## src/hw/rtl/assert_macros.svh

```systemverilog
// ----------------------------------------------------------------------------
// Assertion macros
// Shorthand for clocked concurrent checks used across the RTL.
// ----------------------------------------------------------------------------
`ifndef ASSERT_MACROS_SVH
`define ASSERT_MACROS_SVH

// Check on an explicit clock and reset.
`define FMIQ_CHECK_CLK(label, clk_sig, rst_sig, prop, msg) \
  label: assert property (@(posedge clk_sig) disable iff (rst_sig) prop) else $error(msg);

// Check on the module's clk and rst.
`define FMIQ_CHECK(label, prop, msg) \
  `FMIQ_CHECK_CLK(label, clk, rst, prop, msg)

`endif

```

## src/hw/rtl/fmiq_pkg.sv

```systemverilog
`timescale 1ns / 1ps
// ----------------------------------------------------------------------------
// FM I/Q modulator package
// Widths, register indexes, output format codes and table constants.
// ----------------------------------------------------------------------------
package fmiq_pkg;

  // Field and datapath widths
  localparam int SAMPLE_W    = 16;
  localparam int ROM_W       = 23;  // sine entry in Q.22, 0..2^22
  localparam int OUT_W       = 32;
  localparam int STEP_W      = 25;
  localparam int FRAC_W      = 24;
  localparam int PHASE_W     = 32;
  localparam int FORMAT_W    = 2;
  localparam int CFG_INDEX_W = 2;
  localparam int CFG_DATA_W  = 32;

  // Shared multiplier operand widths
  localparam int MUL_A_W = 33;
  localparam int MUL_B_W = 25;
  localparam int MUL_P_W = MUL_A_W + MUL_B_W;

  localparam int unsigned ONE_FRAC = 16777216;  // 1.0 in the resample fraction
  localparam int unsigned Q22_ONE  = 4194304;   // 1.0 in Q.22

  // Register indexes
  localparam logic [CFG_INDEX_W-1:0] REG_RESAMPLE_STEP = 2'd0;
  localparam logic [CFG_INDEX_W-1:0] REG_PHASE_STEP    = 2'd1;
  localparam logic [CFG_INDEX_W-1:0] REG_OUTPUT_FORMAT = 2'd2;

  // Register reset values
  localparam logic [STEP_W-1:0]   RESAMPLE_STEP_RST = 25'd1912603;
  localparam logic [PHASE_W-1:0]  PHASE_STEP_RST    = 32'd161061274;
  localparam logic [FORMAT_W-1:0] OUTPUT_FORMAT_RST = 2'd2;

  // Output format codes
  localparam logic [FORMAT_W-1:0] FMT_S8  = 2'd0;
  localparam logic [FORMAT_W-1:0] FMT_U8  = 2'd1;
  localparam logic [FORMAT_W-1:0] FMT_S16 = 2'd2;
  localparam logic [FORMAT_W-1:0] FMT_F32 = 2'd3;

  // Sine series constants: pi/2 in Q.60 and the Taylor divisors (2n)(2n+1)
  localparam logic [63:0] HALF_PI_Q60 = 64'h1921FB54442D1847;
  localparam int unsigned SERIES_TERMS = 14;
  localparam int unsigned SERIES_DIV [1:14] =
    '{6, 20, 42, 72, 110, 156, 210, 272, 342, 420, 506, 600, 702, 812};

endpackage

```

## src/hw/rtl/fmiq_mul.sv

```systemverilog
`timescale 1ns / 1ps
// ----------------------------------------------------------------------------
// Shared multiplier
// Signed 33 x 25 multiply with a registered product.
// ----------------------------------------------------------------------------
module fmiq_mul
  import fmiq_pkg::*;
(
  input  logic                      clk,
  input  logic signed [MUL_A_W-1:0] a,
  input  logic signed [MUL_B_W-1:0] b,
  output logic signed [MUL_P_W-1:0] p
);

  always_ff @(posedge clk) begin
    p <= MUL_P_W'(a) * MUL_P_W'(b);
  end

endmodule

```

## config.mk

```make
export PLATFORM = sky130hd
export DESIGN_NAME = fmiq_mul
export DESIGN_NICKNAME = d
export VERILOG_FILES = /design/src/hw/rtl/assert_macros.svh /design/src/hw/rtl/fmiq_pkg.sv /design/src/hw/rtl/fmiq_mul.sv
export SDC_FILE = /design/constraint.sdc
export NUM_CORES = 2
export LEC_CHECK = 0
export BUFFER_PORTS_ARGS = -buffer_cell sky130_fd_sc_hd__buf_4
export CORE_ASPECT_RATIO = 0.9
export CORE_MARGIN = 2
export CORE_UTILIZATION = 60
export DETAILED_ROUTE_END_ITERATION = 8
export PLACE_DENSITY = 0.8
export RECOVER_POWER = 25
export SLEW_MARGIN = 10
export SYNTH_ARGS = -nofsm -noshare
export SYNTH_HDL_FRONTEND = slang
export SYNTH_SLANG_ARGS = --single-unit
```

## constraint.sdc

```tcl
create_clock -name clk -period 8.2 [get_ports clk]
set_clock_uncertainty 0.15 [all_clocks]
set_input_delay 0.41 -clock clk [delete_from_list [all_inputs] [get_ports clk]]
set_output_delay 0.41 -clock clk [all_outputs]
set_load 0.01 [all_outputs]
```

# Word-level counts from Yosys, hierarchy flattened
# Cells that the tools add are included.
[op_classes]
n_mul = 1
[ops]
columns = ["op", "n"]
rows = [
  ["multiplier 33 x 25 -> 58 bit", 1],
]
[totals]
regBits = 58
inputBits = 59
out_inout_bits = 58
word_cells = 2

# Longest topological paths before layout
[logic_depth]
ltp_word = 1
depth_mapped = 27
ltp_nobuf = 25

# Worst setup path after synthesis
# No wires, ideal clock.
[synth_timing]
kind = "input to register"
start = "in a[32]"
end = "reg p[57]"
setup_time_ns = 0.143
t_arrival_ns = 6.662
required_ns = 7.907
setup_slack_ns = 1.245
path_stages = 21
n_path_buf = 2
cell_sequence = "clkbuf_1 nand2_1 inv_1 fa_1 fa_1 inv_1 fa_1 inv_1 fa_1 fa_1 fa_1 fa_1 ha_1 clkbuf_8 a21o_1 a21o_1 a21o_1 a21o_1 and3_1 a21oi_1 o211ai_1"
[synth_via]
elab_chain_len = 1
[synth_lines]
columns = ["item", "line", "text"]
rows = [
  ["from (decl)", "fmiq_mul.sv:10", "input logic signed [MUL_A_W-1:0] a,"],
  ["multiplier 33 x 25 -> 58 bit", "fmiq_mul.sv:16", "p <= MUL_P_W'(a) * MUL_P_W'(b);"],
  ["to (signal assigned)", "fmiq_mul.sv:16", ""],
  ["to (decl)", "fmiq_mul.sv:12", "output logic signed [MUL_P_W-1:0] p"],
]
# No other way between the ends.

# Final worst setup path
[layout_timing]
start = "in b[4]"
end = "reg p[57]"
[layout_via]
elab_chain_len = 1
[layout_lines]
columns = ["item", "line", "text"]
rows = [
  ["from (decl)", "fmiq_mul.sv:11", "input logic signed [MUL_B_W-1:0] b,"],
  ["multiplier 33 x 25 -> 58 bit", "fmiq_mul.sv:16", ""],
]
# No other way between the ends.

==> summary.md <==
| Metric | Value |
|---|---|
| Placed Instances | `3,855` |
| DP Area | `31,400 um2` |
| Biggest register | `p` |
| First-pass GRT wire length | `130 mm` |
| Worst hold path endpoint | `p[0]$_DFF_P_` |
| Crit-path max FO | `28` |
| Post-Layout Cell Count | `roughly 3,900` |
| Max layer used | `met4` |
| Critical-path cell with the highest stage delay | `fa_1` |
| Die Ht | `about 220 um` |
| Number of synthesized flops with an enable pin | `0` |
| Die W | `241 um` |
| CP most frequent cell | `fa_1` |
| Top flop regs | `p x58` |
| Number of vias per cell | `between 5 and 6` |
| Ys Warns | `0` |
| Row cnt | `77` |
| Wire per inst | `about 20 um` |
| Synth Area in Compound Gates | `0.0442` |
| Hold slack | `roughly 0.37 ns` |
| NumNets Final | `approximately 4,300` |
| Most common cell after layout, fill and taps aside | `fa_1` |
| Min Tclk post-route | `~7.8 ns` |
| Portion of netlist area occupied by mux cells | `0` |
| Antenna violations before repair | `0` |
| Fin crit share | `0.955` |
| Largest family of logic cells by synthesized area | `adder cells` |
| Dominant synthesized flop cell | `dfxtp_1` |
| GPL Wtd Cong | `0.928` |
| Post-CTS Hold Buffers | `0` |
| Setup tns final | `0 ns` |
| Pre-antenna DRT Iters | `6` |
| Antenna Cells | `0` |
| Metal-1 WL | `~28 mm` |
| XOR/XNOR Fraction of Synth Area | `0.0171` |
| TritonCTS Buffers | `9` |
| Total I/O pin count | `~120` |
| Crit Path Class | `in -> reg` |
| Sequential share of the synthesized area | `0.0384` |
| Clock sink count | `58` |
| Register bit count reported by yosys | `58` |
| Hold path depth | `2` |
| CTS tree | `yes` |
| Root Driver | `clkbuf_16` |
| Met3 wire len | `7.23 mm` |
| Synth Instances | `around 3,200` |
| Adder-Cell Fraction of Synth Area | `0.623` |
| Post-DP HPWL | `around 64 mm` |
| Worst rel slew slack | `-0.0284` |
| Clk buf depth | `2` |
| Drt total wl | `78.7 mm` |
| Max reg flops | `58` |
| Status | `finished, violations left` |
| # Max-Cap Violations | `1` |
| GRT Overall Usage | `0.327` |
| Final ANT Viol Nets | `0` |
| Vias in the first global route | `25,000` |
| Initial Util | `0.611` |
| Total gr overflow | `0` |
| Share of the synthesized area in the top cell type | `0.558` |
| Die ar. | `52,200 um2` |
| Layout cell share with drive strength beyond 1 | `0.0428` |
| Max frequency | `~0.13 GHz` |
| Critical Path Source Type | `primary input` |
| Post-Syn Area | `slightly above 30,000 um2` |
| DR iter-0 viols | `between 1,500 and 2,000` |
| Top post-synthesis cells by area | `fa_1 56%, inv_1 9.8%, and2_1 8.5%` |
| Syn_area_per_cell | `around 9.4 um2` |
| Final-report max-slew violation count | `34` |
| DR vias | `approximately 22,000` |
| Failing checks | `max-capacitance violations, max-slew violations` |
| Clock-pin slew on the worst setup and hold paths | `0.05 ns` |
| Worst Hold Launch | `a[0]` |
| Class of the most critical hold timing path | `in -> reg` |
| Max stage delay on crit path | `approximately 0.54 ns` |
| Pin count of the biggest net entering global routing | `34` |
| Synth area leader | `fa_1` |
| # DRC | `0` |
| Async S/R FF share, synth | `0` |
| Worst-Margin Slew | `~1.5 ns` |
| Area of the core | `around 49,000 um2` |
| Area Growth Syn to Fin | `4.58%` |
| RSZ-0062 raised after global routing | `no` |
| Arrival time of the worst setup path | `a little under 8 ns` |
| Worst endpoint required time | `a little over 8 ns` |
| H-tree depth | `3` |
| Mapped Nets | `4,266` |
| Met2 WL | `between 30 and 40 mm` |
| Cell area after layout | `~32,000 um2` |
| Hold Vio Cnt, Final | `0` |
| Most frequent cells in the layout | `842 x fa_1, 785 x inv_1, 416 x nand2_1` |
| IO buf count | `about 120` |
| Final setup fails | `0` |
| Crit path capture type | `flop` |
| Synth Area in Simple Gates | `0.158` |
| Synth unique cells | `60` |
==> worst max-delay path: cells and delay by family <==
kind / cells / cell delay, ns
adder cells (fa/ha/maj): 8 / 3.91
AND/OR/NAND/NOR: 3 / 0.70
AO/OA/AOI/OAI: 7 / 1.99
buffers and inverters: 7 / 0.87
==> worst max-delay path by stage <==
stage,from,end,slack (ns),depth (start not counted)
after floorplan,a[32],p[57]$_DFF_P_,1.24,21
after global placement,b[4],p[57]$_DFF_P_,-0.26,25
after detailed placement,b[4],p[57]$_DFF_P_,-0.26,25
after CTS,b[4],p[57]$_DFF_P_,0.09,25
after global routing,b[4],p[57]$_DFF_P_,0.20,25
final,b[4],p[57]$_DFF_P_,0.37,25
==> metrics by stage <==
| step | setup WS (ns) | util |
|---|---|---|
| 6_report | 0.369 | 0.639 |
| 5_1_grt | 0.198 | 0.639 |
| 4_1_cts | 0.0933 | 0.641 |
| 3_5_place_dp | -0.265 | 0.635 |
| 3_3_place_gp | -0.257 | 0.635 |
| 2_1_floorplan | 1.24 | - |
==> cell usage after synthesis (all sizes together) (11+ instances only) <==
| master | number |
|---|---|
| fa | 842 |
| inv | 785 |
| nand2 | 416 |
| and2 | 410 |
| ha | 157 |
| clkbuf | 153 |
| dfxtp | 58 |
| nor2 | 57 |
| a21oi | 51 |
| xnor2 | 44 |
| a21o | 36 |
| o21ai | 32 |
| nand3 | 16 |
| nand4 | 15 |
| o21bai | 15 |
| xor2 | 15 |
| a31oi | 12 |
| nand2b | 11 |
==> logic make-up after synthesis <==
kind of cell,Yosys count
adders and majority gates,999
and+or+nand+nor,954
buffers and inverters,944
AOI/OAI and AO/OA,194
xor gates and xnor gates,59
DFF,58
==> metal layers <==
layer / vias up / track usage
li1: 9182 / -
met1: 11300 / 0.415
met2: 1177 / 0.533
met3: 299 / 0.0676
met4: 0 / 0.170
met5: - / 0
==> area by class of cell <==
cell class,instances,area (um2)
Multi-Input combinational cell,2206,25400
Fill cell,3926,17800
Inverter,786,2950
Sequential cell,58,1160
Timing Repair Buffer,134,901
Tap cell,671,840
Clock buffer,12,246
Clock inverter,3,40.0
==> timing repair <==
item	CTS	global route
buffers inserted	0	0
gates resized for setup	0	2
setup endpoints to repair	0	3
Power is left out: the tool's default activity adds up to more than one toggle a clock period on the data nets, which glitch-free logic cannot reach.
